[config.mk]
export PLATFORM = sky130hd
export DESIGN_NAME = cpac_ctrl
export DESIGN_NICKNAME = d
export VERILOG_FILES = /design/src/design/cpac_pkg.sv /design/src/design/cpac_ctrl.sv
export SDC_FILE = /design/constraint.sdc
export NUM_CORES = 1
export LEC_CHECK = 0
export ABC_AREA = 0
export BUFFER_PORTS_ARGS = -buffer_cell sky130_fd_sc_hd__buf_2
export CAP_MARGIN = 20
export CORE_MARGIN = 2
export CORE_UTILIZATION = 45
export CTS_BUF_LIST = sky130_fd_sc_hd__clkbuf_4 sky130_fd_sc_hd__clkbuf_8 sky130_fd_sc_hd__clkbuf_16
export DETAILED_ROUTE_END_ITERATION = 10
export GPL_TIMING_DRIVEN = 0
export PLACE_DENSITY = 0.76
export SYNTH_ARGS = -nofsm -noshare
export SYNTH_HDL_FRONTEND = slang
export SYNTH_SLANG_ARGS = --single-unit
[constraint.sdc]
create_clock -name clk -period 1.8 [get_ports clk]
set_input_delay 0.45 -clock clk [delete_from_list [all_inputs] [get_ports clk]]
set_output_delay 0.45 -clock clk [all_outputs]
set_load 0.02 [all_outputs]
[src/design/cpac_pkg.sv]
`timescale 1ns / 1ps
// ----------------------------------------------------------------------------
// cpac_pkg
// Shared constants, codes and types of the cp autocorrelation sync detector.
// ----------------------------------------------------------------------------
package cpac_pkg;

  localparam int SYMBOL_LEN_DEF   = 160;
  localparam int BODY_LEN_DEF     = 128;
  localparam int PREFIX_LEN_DEF   = 32;
  localparam int STORE_LEN_DEF    = 480;
  localparam int ROTATE_SHIFT_DEF = 40;

  localparam int CFG_W = 16;

  localparam logic [15:0] SMOOTH_COEFF_RST     = 16'd62259;
  localparam logic [15:0] SIGNAL_THRESHOLD_RST = 16'd12452;
  localparam logic [11:0] SINE_RATIO_RST       = 12'd1024;

  typedef enum logic [1:0] {
    CMD_SAMPLE    = 2'd0,
    CMD_CLEAR     = 2'd1,
    CMD_ROT_LEFT  = 2'd2,
    CMD_ROT_RIGHT = 2'd3
  } cmd_t;

  typedef enum logic [1:0] {
    REG_SMOOTH_COEFF     = 2'd0,
    REG_SIGNAL_THRESHOLD = 2'd1,
    REG_SINE_RATIO       = 2'd2
  } cfg_reg_t;

  typedef struct packed {
    logic store_sample;
    logic sm_clear;
    logic rot_left;
    logic rot_right;
    logic acc_clr;
    logic issue;
    logic div_start;
    logic div_im;
    logic cap_re;
    logic cap_im;
    logic sm_mul;
    logic sm_sum;
    logic wb;
    logic cmp;
    logic first;
    logic sq_start;
    logic sq_min;
    logic cap_pk;
    logic cap_mn;
    logic out_load;
  } dp_cmd_t;

  typedef struct packed {
    logic div_done;
    logic sqrt_done;
  } dp_status_t;

  function automatic logic signed [15:0] sat16(input logic signed [35:0] v);
    if (v > 36'sd32767) begin
      sat16 = 16'sd32767;
    end else if (v < -36'sd32768) begin
      sat16 = -16'sd32768;
    end else begin
      sat16 = v[15:0];
    end
  endfunction

endpackage

[src/design/cpac_ctrl.sv]
`timescale 1ns / 1ps
// ----------------------------------------------------------------------------
// cpac_ctrl
// Sequencer: sample/command handling, per-offset correlation loop, peak and
// minimum root extraction and result hand-off.
// ----------------------------------------------------------------------------
module cpac_ctrl
  import cpac_pkg::*;
#(
  parameter int SYMBOL_LEN = SYMBOL_LEN_DEF,
  parameter int PREFIX_LEN = PREFIX_LEN_DEF
) (
  input  logic                          clk,
  input  logic                          rst,
  input  logic                          in_valid,
  output logic                          in_ready,
  input  logic [1:0]                    command,
  input  logic                          block_end,
  output logic                          out_valid,
  input  logic                          out_ready,
  input  dp_status_t                    status,
  output dp_cmd_t                       cmd,
  output logic [$clog2(SYMBOL_LEN)-1:0] g,
  output logic [$clog2(PREFIX_LEN+2)-1:0] k
);

  localparam int G_W = $clog2(SYMBOL_LEN);
  localparam int K_W = $clog2(PREFIX_LEN + 2);

  typedef enum logic [3:0] {
    S_IDLE,
    S_MAC,
    S_DIV_RE_GO,
    S_DIV_RE_WAIT,
    S_DIV_IM_GO,
    S_DIV_IM_WAIT,
    S_SM_MUL,
    S_SM_SUM,
    S_WB,
    S_CMP,
    S_SQ_PK_GO,
    S_SQ_PK_WAIT,
    S_SQ_MN_GO,
    S_SQ_MN_WAIT,
    S_LOAD
  } state_t;

  state_t state;
  logic   acc;
  logic   can_load;

  assign in_ready = (state == S_IDLE);
  assign acc      = in_valid && in_ready;
  assign can_load = !out_valid || out_ready;

  always_comb begin
    cmd = '0;
    unique case (state)
      S_IDLE: begin
        if (acc) begin
          unique case (command)
            CMD_SAMPLE:    cmd.store_sample = 1'b1;
            CMD_CLEAR:     cmd.sm_clear     = 1'b1;
            CMD_ROT_LEFT:  cmd.rot_left     = 1'b1;
            CMD_ROT_RIGHT: cmd.rot_right    = 1'b1;
            default: ;
          endcase
        end
      end
      S_MAC: begin
        cmd.acc_clr = (k == '0);
        cmd.issue   = (k < K_W'(PREFIX_LEN));
      end
      S_DIV_RE_GO:   cmd.div_start = 1'b1;
      S_DIV_RE_WAIT: cmd.cap_re    = status.div_done;
      S_DIV_IM_GO: begin
        cmd.div_start = 1'b1;
        cmd.div_im    = 1'b1;
      end
      S_DIV_IM_WAIT: cmd.cap_im = status.div_done;
      S_SM_MUL:      cmd.sm_mul = 1'b1;
      S_SM_SUM:      cmd.sm_sum = 1'b1;
      S_WB:          cmd.wb     = 1'b1;
      S_CMP: begin
        cmd.cmp   = 1'b1;
        cmd.first = (g == '0);
      end
      S_SQ_PK_GO:    cmd.sq_start = 1'b1;
      S_SQ_PK_WAIT:  cmd.cap_pk   = status.sqrt_done;
      S_SQ_MN_GO: begin
        cmd.sq_start = 1'b1;
        cmd.sq_min   = 1'b1;
      end
      S_SQ_MN_WAIT:  cmd.cap_mn   = status.sqrt_done;
      S_LOAD:        cmd.out_load = can_load;
      default: ;
    endcase
  end

  always_ff @(posedge clk) begin
    if (rst) begin
      state     <= S_IDLE;
      g         <= '0;
      k         <= '0;
      out_valid <= 1'b0;
    end else begin
      if (cmd.out_load) begin
        out_valid <= 1'b1;
      end else if (out_ready) begin
        out_valid <= 1'b0;
      end
      unique case (state)
        S_IDLE: begin
          if (acc && command == CMD_SAMPLE && block_end) begin
            g     <= '0;
            k     <= '0;
            state <= S_MAC;
          end
        end
        S_MAC: begin
          // the last k steps issue no read and drain the read and product stages
          if (k == K_W'(PREFIX_LEN + 1)) begin
            k     <= '0;
            state <= S_DIV_RE_GO;
          end else begin
            k <= k + 1'b1;
          end
        end
        S_DIV_RE_GO:   state <= S_DIV_RE_WAIT;
        S_DIV_RE_WAIT: if (status.div_done) state <= S_DIV_IM_GO;
        S_DIV_IM_GO:   state <= S_DIV_IM_WAIT;
        S_DIV_IM_WAIT: if (status.div_done) state <= S_SM_MUL;
        S_SM_MUL:      state <= S_SM_SUM;
        S_SM_SUM:      state <= S_WB;
        S_WB:          state <= S_CMP;
        S_CMP: begin
          if (g == G_W'(SYMBOL_LEN - 1)) begin
            state <= S_SQ_PK_GO;
          end else begin
            g     <= g + 1'b1;
            state <= S_MAC;
          end
        end
        S_SQ_PK_GO:    state <= S_SQ_PK_WAIT;
        S_SQ_PK_WAIT:  if (status.sqrt_done) state <= S_SQ_MN_GO;
        S_SQ_MN_GO:    state <= S_SQ_MN_WAIT;
        S_SQ_MN_WAIT:  if (status.sqrt_done) state <= S_LOAD;
        S_LOAD:        if (can_load) state <= S_IDLE;
        default:       state <= S_IDLE;
      endcase
    end
  end

endmodule

Yosys cells after proc, flatten, opt, wreduce, memory -nomap -nowiden
Cells that the tools add are included.
Widths: inputs -> output; s select.
Storage, ports and cells
  flip-flop bits (word level): 19
  bits in latches: 0
  memory bits (writable): 0
  bits in read-only memories: 0
  input bits: 9
  output and inout port bits: 36
  word-level logic and storage cells: 88
  memories: 0
Cells by class
  $add $sub $neg: 2
  $mul: 0
  divide/modulo/power cells: 0
  order comparisons: 1
  equality and inequality tests: 27
  shift operators: 0
  multiplexer cells: 37
  bitwise operators: 0
  reduce and logical (&&, ||, !) cells: 17
Operators with widths (count)
  $pmux 4 s15: 1
  $mux 4: 10
  $eq 4x4->1 const B: 7
  $mux 1: 18
  $eq 4x3->1 const B: 4
  $mux 8: 2
  $pmux 8 s2: 1
  $ne 2x2->1 const B: 7
  $mux 6: 2
  $pmux 6 s2: 1
  $add 8x1->8 const B: 1
  $eq 4x2->1 const B: 2
  $eq 8x8->1 const B: 1
  $logic_not 8->1: 1
  $reduce_and 7->1: 1
  $add 6x1->6 const B: 1
  $eq 6x6->1 const B: 1
  $logic_not 6->1: 1
  $lt 6x6->1 const B: 1
  $reduce_bool 2->1: 3
  $eq 2x2->1 const B: 2
  $eq 4x1->1 const B: 1
  $logic_not 4->1: 1
  $mux 2: 2
  other kinds (9): 12

Longest topological paths before layout
Gate-level depths: netlist (run 1).
  depth in word-level cells: 6
  mapped depth: 6
  gate-level depth less buffers: 5

Worst setup path after synthesis (run 1)
Ideal clock, no wire load.
  path kind: register to output
  start: register state[3]
  end: output cmd[15] (netlist bit)
  arrival time: 1.653 ns
  required time: 1.350 ns
  path slack: -0.303 ns
  cell stages (with the launch flop): 5
  buffers on the path: 1
  path through: dfxtp_1 > buf_6 > or4b_4 > nor2_1 > and3_1
RTL lines
  start, declared: RTL line cpac_ctrl.sv:48  | state_t state;
  start signal, assigned: RTL line cpac_ctrl.sv:102  | state <= S_IDLE;
  start signal, assigned: RTL line cpac_ctrl.sv:117  | state <= S_MAC;
  start signal, assigned: RTL line cpac_ctrl.sv:124  | state <= S_DIV_RE_GO;
  end, declared: RTL line cpac_ctrl.sv:22  | output dp_cmd_t cmd,

==> results.toml, run 1 <==
[yosys]
seq_area_frac_synth = 0.287
synth-simple-area-share = 0.373
syn_area_sq_um = 1330
synth_cells = 167
synth.area.mux_share = 0.0377
synthFlopType = "dfxtp_1"
synth_edf_count = 0
synth-compound-area-share = 0.182
synth_top_cell_by_area = "dfxtp_1"
yosysWarnings = 0
synth_top_family_by_area = "simple AND/OR/NAND/NOR gates"
synth_area_leaders = "dfxtp_1 29%, nor2_1 5.4%, ha_1 4.7%"
netlist.area_leader.share = 0.287
synth_cell_types = 43
synthXorXnorAreaFrac = 0.0132
synth-adder-area-share = 0.0471
synth_async_sr_flop_share = 0
syn_nets = 181
synth_area_per_cell_sq_um = 7.95
yosys_register_bits = 19
ys_top_cells_by_count = "19 x dfxtp_1, 19 x nor2_1, 13 x nand2_1"

[clock_tree]
cts.clk_slew.worst_paths_ns = 0.11
clk_latency_ns = 0.30
postCtsHoldBufs = 0
cts_buffers = 3
htreeDepth = 1
tritoncts = "yes"
cts_buffer_depth = 2
cts_root_buf = "clkbuf_4"
clock-sinks = 19

[timing]
period_needed_ns = 2.10
slew_headroom = 0.430
whs_ns = 0.447
finalSetupViolations = 18
finClkSkew_ns = 0.00377
hold_violations = 0
drv_slew = 0
rsz0062_at_grt = "true"
post-route-period-util = 1.17
layout_setup_ws_ns = -0.299
tightest_slew_ns = 0.843
fmax_mhz = 476

[detailed_routing]
wl_per_cell_microns = 15.5
dr.pass1.iters = 4
drt-total-wl_microns = 4000
drcViolationCount = 0
vias = 1511
ant_nets = 0
drt_iter0_drc = 46
vias_per_cell = 5.83

[setup_path]
crit_chain = "or4b_4 -> nor2_4 -> and3_4 -> buf_6"
cp.arrival_ns = 1.65
ff2ff_path_depth = 6
reg2reg_from = "state[2]"
startpoint_type = "register"
critical_path_class = "register to primary output"
critPathSlowestCell = "or4b_4"
cp.required_ns = 1.35
r2r-end = "state[3]"
cpPeakStageDelay_ns = 0.57
rrSetupSlack_ns = -0.13
cp-end-kind = "primary output"
path_max_fanout = 4

[pwr]
leakagePower_nw = 0.852
power.density_nw_per_um2 = 826
vdd_drop_max_mv = 0.641

[placed_design]
dp.final_hpwl_microns = 2700
dp_worst_setup_slack_ns = -0.337
gp_congestion = 0.820
port_buffers = 43
placed_cell_area_sq_um = 1640

[die]
fp-row-count = 19
ios = 45
chipWidth_microns = 58.3
initial_core_util = 0.477
die-area_sq_um = 3400
die_y_microns = 58.3
core_area_sq_um = 2780

[status]
status = "complete, but fails checks"
failed_checks = "negative setup slack"

[min_path]
min_path_cells = 3
hp-class = "primary input to register"
whs_endpoint = "out_valid"
hold_start = "out_ready"

[global_routing]
grt_max_degree = 11
met3_usage = 0.0308
antenna_found_initial = 0
grt_use_met1 = 0.306
busiest_layer = "met2"
overflow = 0
grt.total_usage = 0.241
grt_pass1_vias = 1424
met2_usage = 0.417
grt_pass1_wl_microns = 6450

[cells_and_area]
postLayoutCellArea_sq_um = 2050
fin_nets = 243
areaGrowthSynthToFinish_pct = 54.1
drive_gt1_frac = 0.482
antennaDiodeCount = 0

[run]
max_cap_violations = 0
area by class of cell:
| type | instances | area, sq um |
|---|---|---|
| Multi-Input combinational cell | 130 | 1050 |
| Fill cell | 191 | 736 |
| Timing Repair Buffer | 60 | 440 |
| Sequential cell | 19 | 393 |
| Buffer | 7 | 63.8 |
| Tap cell | 31 | 38.8 |
| Clock buffer | 4 | 30.0 |
| Inverter | 8 | 30.0 |
cells by family after synthesis:
logic type,count (synthesis)
DFF,19
muxes,5
and+or+nand+nor,86
AOI/OAI and AO/OA,32
adders and majority gates,5
buffers and inverters,18
xor gates and xnor gates,2
critical path, delay by kind of cell, from the launching register on:
| family | cells | cell delay (ns) |
|---|---|---|
| buffers and inverters | 1 | 0.11 |
| flip-flops | 1 | 0.38 |
| AND/OR/NAND/NOR | 3 | 0.86 |
power by group:
part / leakage (nW) / internal (mW) / switching [mW]
combinational: 0.677 / 0.468 / 0.497
sequential: 0.156 / 0.448 / 0.0340
clock: 0.0184 / 0.102 / 0.140
cells in the final DEF, fill, tap and decap left out, types with 2 or more instances in the layout:
cell      instances
mux2i_1           5
a211o_1           2
nand2b_1          5
clkbuf_4          4
a21oi_1          11
nor3_2            3
nand3b_1          4
buf_6            17
and4_1            4
nor3_1            2
nor2b_1           3
nand3_1          10
and3_1            2
nand2_1           7
inv_1             8
nand4b_1          2
a311oi_2          2
buf_2            25
nor2_4            3
buf_4            22
clkbuf_1          2
a311oi_1          5
dfxtp_1          15
nor3_4            2
nor2_1           15
ha_1              4
nand3_2           2
nand2_2           4
or2_2             3
dfxtp_4           3
a41oi_1           3
repair_timing:
action | in CTS | in global routing
setup endpoints to repair | 23 | 35
pin swaps | 8 | 14
resized for setup | 42 | 36
buffers inserted | 12 | 7
routing by layer:
layer | vias to the layer above | part of all wire
met4 | 0 | 0.017
met3 | 9 | 0.054
li1 | 746 | -
met2 | 50 | 0.51
met1 | 706 | 0.42
met5 | - | 0
state kept, by name, indices dropped and copies added, names as in the netlist:
name       count
g              8
state          4
k              6
out_valid      1
metrics by stage:
step                utilization  std cells  TNS, ns  total power [mW]
global route              0.735        259    -4.04              1.77
global placement          0.590        241    -3.23              1.11
floorplan                     -        167   -0.273             0.974
finish                    0.735        259    -2.61              1.69
detailed placement        0.590        241    -4.27              1.13
CTS                       0.676        256    -2.55              1.56
worst max-delay path by stage:
stage                     startpoint  slack, ns       to
final                       state[2]      -0.30  cmd[15]
after detailed placement  command[1]      -0.34     g[5]
after floorplan             state[3]      -0.08  cmd[15]
after CTS                   state[2]      -0.31  cmd[15]
after global placement    command[1]      -0.29     g[5]
after global routing        state[2]      -0.35  cmd[16]
Power figures use the tool's default switching activity.
==> run 2: changes to the inputs <==
- MAX_ROUTING_LAYER: not set -> met4
==> run 2 against run 1 <==
Sequential share of layout area down 1.9 points. First-iteration DRC count grew 59%. Routed wire length grew 17%. Sequential cell count unchanged. Clock skew is 0.0012 ns lower. The flow still finishes with violations (negative setup slack). Global-route usage grew 0.82 points. Non-clock buffer count increased by 11. Sequential power grew 0.8%. Largest cell class unchanged. Critical path depth increased by 1. Register-to-register slack improved by 0.06 ns. Setup slack got worse by 0.011 ns. Cell count rose by 4.2%. Highest routed layer unchanged.
==> results.toml, run 2 (synthesis results as in run 1) <==
[setup_path]
cp.arrival_ns = 1.66
critPathSlowestCell = "dfxtp_4"
cpPeakStageDelay_ns = 0.37
critical_path_class = "register to primary output"
path_buf_inv = 2
crit_chain = "buf_4 -> nor4_4 -> nand2_2 -> nor3_4 -> buf_6"
cp-end-kind = "primary output"
cp.required_ns = 1.35
cp_top_family = "simple AND/OR/NAND/NOR gates"
startpoint_type = "register"
path_max_fanout = 4

[placed_design]
dp_cells = 241
port_buffers = 43
gp_congestion = 0.832
dp_worst_setup_slack_ns = -0.337
placed_cell_area_sq_um = 1640
dp.final_hpwl_microns = 2700

[timing]
period_needed_ns = 2.11
post-route-period-util = 1.17
finClkSkew_ns = 0.00252
rsz0062_at_grt = "true"
finalSetupViolations = 21
drv_slew = 0
fmax_mhz = 474
tightest_slew_ns = 0.900
slew_headroom = 0.391
hold_violations = 0
layout_setup_ws_ns = -0.311

[detailed_routing]
drt_iter0_drc = 73
drcViolationCount = 0
drt-total-wl_microns = 4700
ant_nets = 0
top_layer_used = "met4"
wl_per_cell_microns = 17.4
dr.pass1.iters = 4
wl_met3_microns = 200
dr_wl_met2_microns = 2540
vias = 1603
wl_met1_microns = 1830
vias_per_cell = 5.94

[global_routing]
antenna_found_initial = 0
grt_max_degree = 11
overflow = 0
grt_pass1_vias = 1418
grt.total_usage = 0.249
grt_pass1_wl_microns = 6470

[cells_and_area]
postLayoutCellArea_sq_um = 2280
layout_common_cells = "27 x buf_6, 24 x buf_2, 21 x buf_4"
fin_nets = 254
largest_register_ffs = 8
top_regs = "g (8), k (6), state (4)"
antennaDiodeCount = 0
areaGrowthSynthToFinish_pct = 71.7
final_common_cell = "buf_6"
drive_gt1_frac = 0.540
fin_util = 0.820
fin_cells = 270
regMostFlops = "g"

[die]
core_area_sq_um = 2780
ios = 45
fp-row-count = 19
die-area_sq_um = 3400
chipWidth_microns = 58.3
die_y_microns = 58.3
initial_core_util = 0.477

[clock_tree]
tritoncts = "yes"
cts_buffer_depth = 2
clk_latency_ns = 0.31
cts.clk_slew.worst_paths_ns = 0.11
htreeDepth = 1
clock-sinks = 19
cts_root_buf = "clkbuf_4"
cts_buffers = 3
postCtsHoldBufs = 0

[pwr]
leakagePower_nw = 0.953
power.density_nw_per_um2 = 795
total_power_mw = 1.81
vdd_drop_max_mv = 0.716

[min_path]
hp-class = "primary input to register"

[status]
status = "complete, but fails checks"
failed_checks = "negative setup slack"

[run]
max_cap_violations = 0
==> run 2: cell type report <==
type | count | area [sq um]
plain buffers | 7 | 76.3
inverters | 8 | 37.5
flip-flops and latches | 19 | 395
well taps | 31 | 38.8
clock buffers | 4 | 30.0
repair buffers | 71 | 583
fillers | 158 | 502
multi-input cells | 130 | 1120
==> run 2: what timing repair did <==
item / in CTS / in global routing
setup buffers: 12 / 20
gates resized for setup: 42 / 74
pin swaps: 8 / 19
gates cloned: 0 / 0
setup endpoints to repair: 23 / 34
==> run 2: worst min-delay path, stage by stage <==
cell      delay, ns
buf_2          0.07
nand2b_1       0.12
a21oi_1        0.07
==> run 2: report_power, final <==
part	leakage [nW]	switching, mW	internal (mW)
logic	0.778	0.562	0.517
clock network	0.0184	0.146	0.102
registers	0.156	0.0354	0.451
==> run 2: path summary, 6_finish.rpt <==
kind	startpoint	end	slack, ns	cells after the start
max	state[1]	cmd[19]	-0.31	5
max reg2reg	state[3]	state[3]	-0.07	5
min	out_ready	out_valid	0.44	3
min reg2reg	out_valid	out_valid	0.53	2
==> run 2: metal layers <==
| layer | track usage | up-vias |
|---|---|---|
| li1 | - | 766 |
| met3 | 0.0308 | 12 |
| met5 | - | - |
| met1 | 0.310 | 766 |
| met2 | 0.416 | 59 |
| met4 | 0.0897 | 0 |
==> run 2: stage by stage <==
| stage | hold WS (ns) | setup TNS [ns] |
|---|---|---|
| after floorplan | 0.574 | -0.273 |
| after global placement | 0.494 | -3.23 |
| after detailed placement | 0.511 | -4.27 |
| after CTS | 0.452 | -2.55 |
| after global routing | 0.452 | -4.05 |
| final | 0.440 | -2.89 |
==> run 3: changes to the inputs <==
- CTS_BUF_LIST: sky130_fd_sc_hd__clkbuf_4 sky130_fd_sc_hd__clkbuf_8 sky130_fd_sc_hd__clkbuf_16 -> sky130_fd_sc_hd__clkbuf_16
- REMOVE_ABC_BUFFERS: not set -> 1
==> run 3 against run 2 <==
The flow still finishes with violations (negative setup slack). Sequential power rose by 1%. Critical path depth fell by 1. Global-route usage rose by 1.6 points. First-iteration DRC count rose by 6.8%. Core utilization fell by 5.7 points. Final area fell by 6.9%. Combinational power fell by 10%. Critical path type unchanged. Critical endpoint is now cmd[15].
==> results.toml, run 3 (synthesis results as in run 1) <==
[status]
status = "complete, but fails checks"
failed_checks = "negative setup slack"

[placed_design]
dp_worst_setup_slack_ns = -0.399
gp_congestion = 0.804
dp.final_hpwl_microns = 2430
port_buffers = 44
placed_cell_area_sq_um = 1540

[cells_and_area]
fin_nets = 251
postLayoutCellArea_sq_um = 2120
largest_register_ffs = 8
drive_gt1_frac = 0.496
n_fill_cell = 178
final_common_cell = "buf_2"
layout_common_cells = "30 x buf_2, 28 x buf_4, 18 x nor2_1"
fin_util = 0.763
regMostFlops = "g"
antennaDiodeCount = 0
areaGrowthSynthToFinish_pct = 59.8
top_regs = "g (8), k (6), state (4)"

[setup_path]
path_max_fanout = 7
cp-end-kind = "primary output"
critical_path_class = "register to primary output"
startpoint_type = "register"
cp.required_ns = 1.35
cp.arrival_ns = 1.60

[clock_tree]
cts_root_buf = "clkbuf_16"
cts_buffers = 3
cts_buffer_depth = 2
tritoncts = "yes"
clock-sinks = 19
htreeDepth = 1
cts.clk_slew.worst_paths_ns = 0.06
clk_latency_ns = 0.25
postCtsHoldBufs = 0

[die]
die_y_microns = 58.3
ios = 45
core_area_sq_um = 2780
initial_core_util = 0.477
fp-row-count = 19
die-area_sq_um = 3400
chipWidth_microns = 58.3

[detailed_routing]
vias_per_cell = 6.14
drcViolationCount = 0
drt-total-wl_microns = 4570
ant_nets = 0
wl_per_cell_microns = 17.1
dr.pass1.iters = 4
vias = 1639
drt_iter0_drc = 78

[timing]
whs_ns = 0.524
rsz0062_at_grt = "true"
drv_slew = 0
post-route-period-util = 1.14
period_needed_ns = 2.05
finClkSkew_ns = 0.00157
tightest_slew_ns = 0.604
fmax_mhz = 489
setup_tns_ns = -2.09
hold_violations = 0
layout_setup_ws_ns = -0.246
slew_headroom = 0.596
finalSetupViolations = 17

[global_routing]
grt_pass1_vias = 1457
grt.total_usage = 0.266
antenna_found_initial = 0
grt_max_degree = 20
grt_pass1_wl_microns = 6840
overflow = 0

[pwr]
swShare = 0.361
p_sw_uw = 696
combPwrFrac = 0.505
clkPwrFrac = 0.240
power.density_nw_per_um2 = 908
internal_power_mw = 1.23
leakagePower_nw = 0.925
vdd_drop_max_mv = 0.756
p_seq_frac = 0.255

[min_path]
hp-class = "primary input to register"

[run]
max_cap_violations = 0
-- run 3: power groups by stage --
| stage | registers (mW) | logic, mW | clock network (mW) |
|---|---|---|---|
| after global placement | 0.530 | 0.497 | 0 |
| after global routing | 0.496 | 1.03 | 0.480 |
| after CTS | 0.491 | 0.846 | 0.470 |
| after detailed placement | 0.538 | 0.513 | 0 |
| after floorplan | 0.530 | 0.373 | 0 |
| final | 0.492 | 0.972 | 0.463 |
-- run 3: metal layers --
layer  vias up  global-route usage  wire length (microns)
li1        756                   -                      -
met1       787               0.300                   1750
met2        84               0.467                   2440
met3        12              0.0396                    292
met4         0               0.106                     83
met5         -                   -                      0
-- run 3: per-stage QoR --
| step | cells | power [mW] |
|---|---|---|
| 6_report | 267 | 1.93 |
| 5_1_grt | 267 | 2.00 |
| 4_1_cts | 262 | 1.81 |
| 3_5_place_dp | 232 | 1.05 |
| 3_3_place_gp | 232 | 1.03 |
| 2_1_floorplan | 157 | 0.903 |
-- run 3: area by class of cell --
cell class | count | area (sq um) | share of cell area
Multi-Input combinational cell | 130 | 1020 | 0.479
Timing Repair Buffer | 75 | 561 | 0.264
Sequential cell | 19 | 397 | 0.187
Clock buffer | 3 | 75.1 | 0.0354
Tap cell | 31 | 38.8 | 0.0183
Inverter | 8 | 30.0 | 0.0142
Clock inverter | 1 | 5.00 | 0.00236
-- run 3: worst paths after layout --
| path | endpoint | cells after the start | slack [ns] | start |
|---|---|---|---|---|
| setup / recovery | cmd[15] | 4 | -0.25 | state[3] |
| setup reg to reg | k[2] | 7 | -0.13 | state[3] |
| hold / removal | out_valid | 3 | 0.52 | out_ready |
| hold reg to reg | out_valid | 2 | 0.53 | out_valid |
-- run 3: worst max-delay path: stages, from the launching register on --
cell	delay (ns)
dfxtp_4	0.37
or4b_4	0.57
nor2_4	0.12
and3_4	0.18
buf_6	0.11
-- run 3: what timing repair did --
item / 4_1_cts / 5_1_grt
resized for setup: 40 / 33
setup buffers: 26 / 9
pin swaps: 8 / 11
setup endpoints to repair: 37 / 33
hold endpoints to repair: 0 / 0
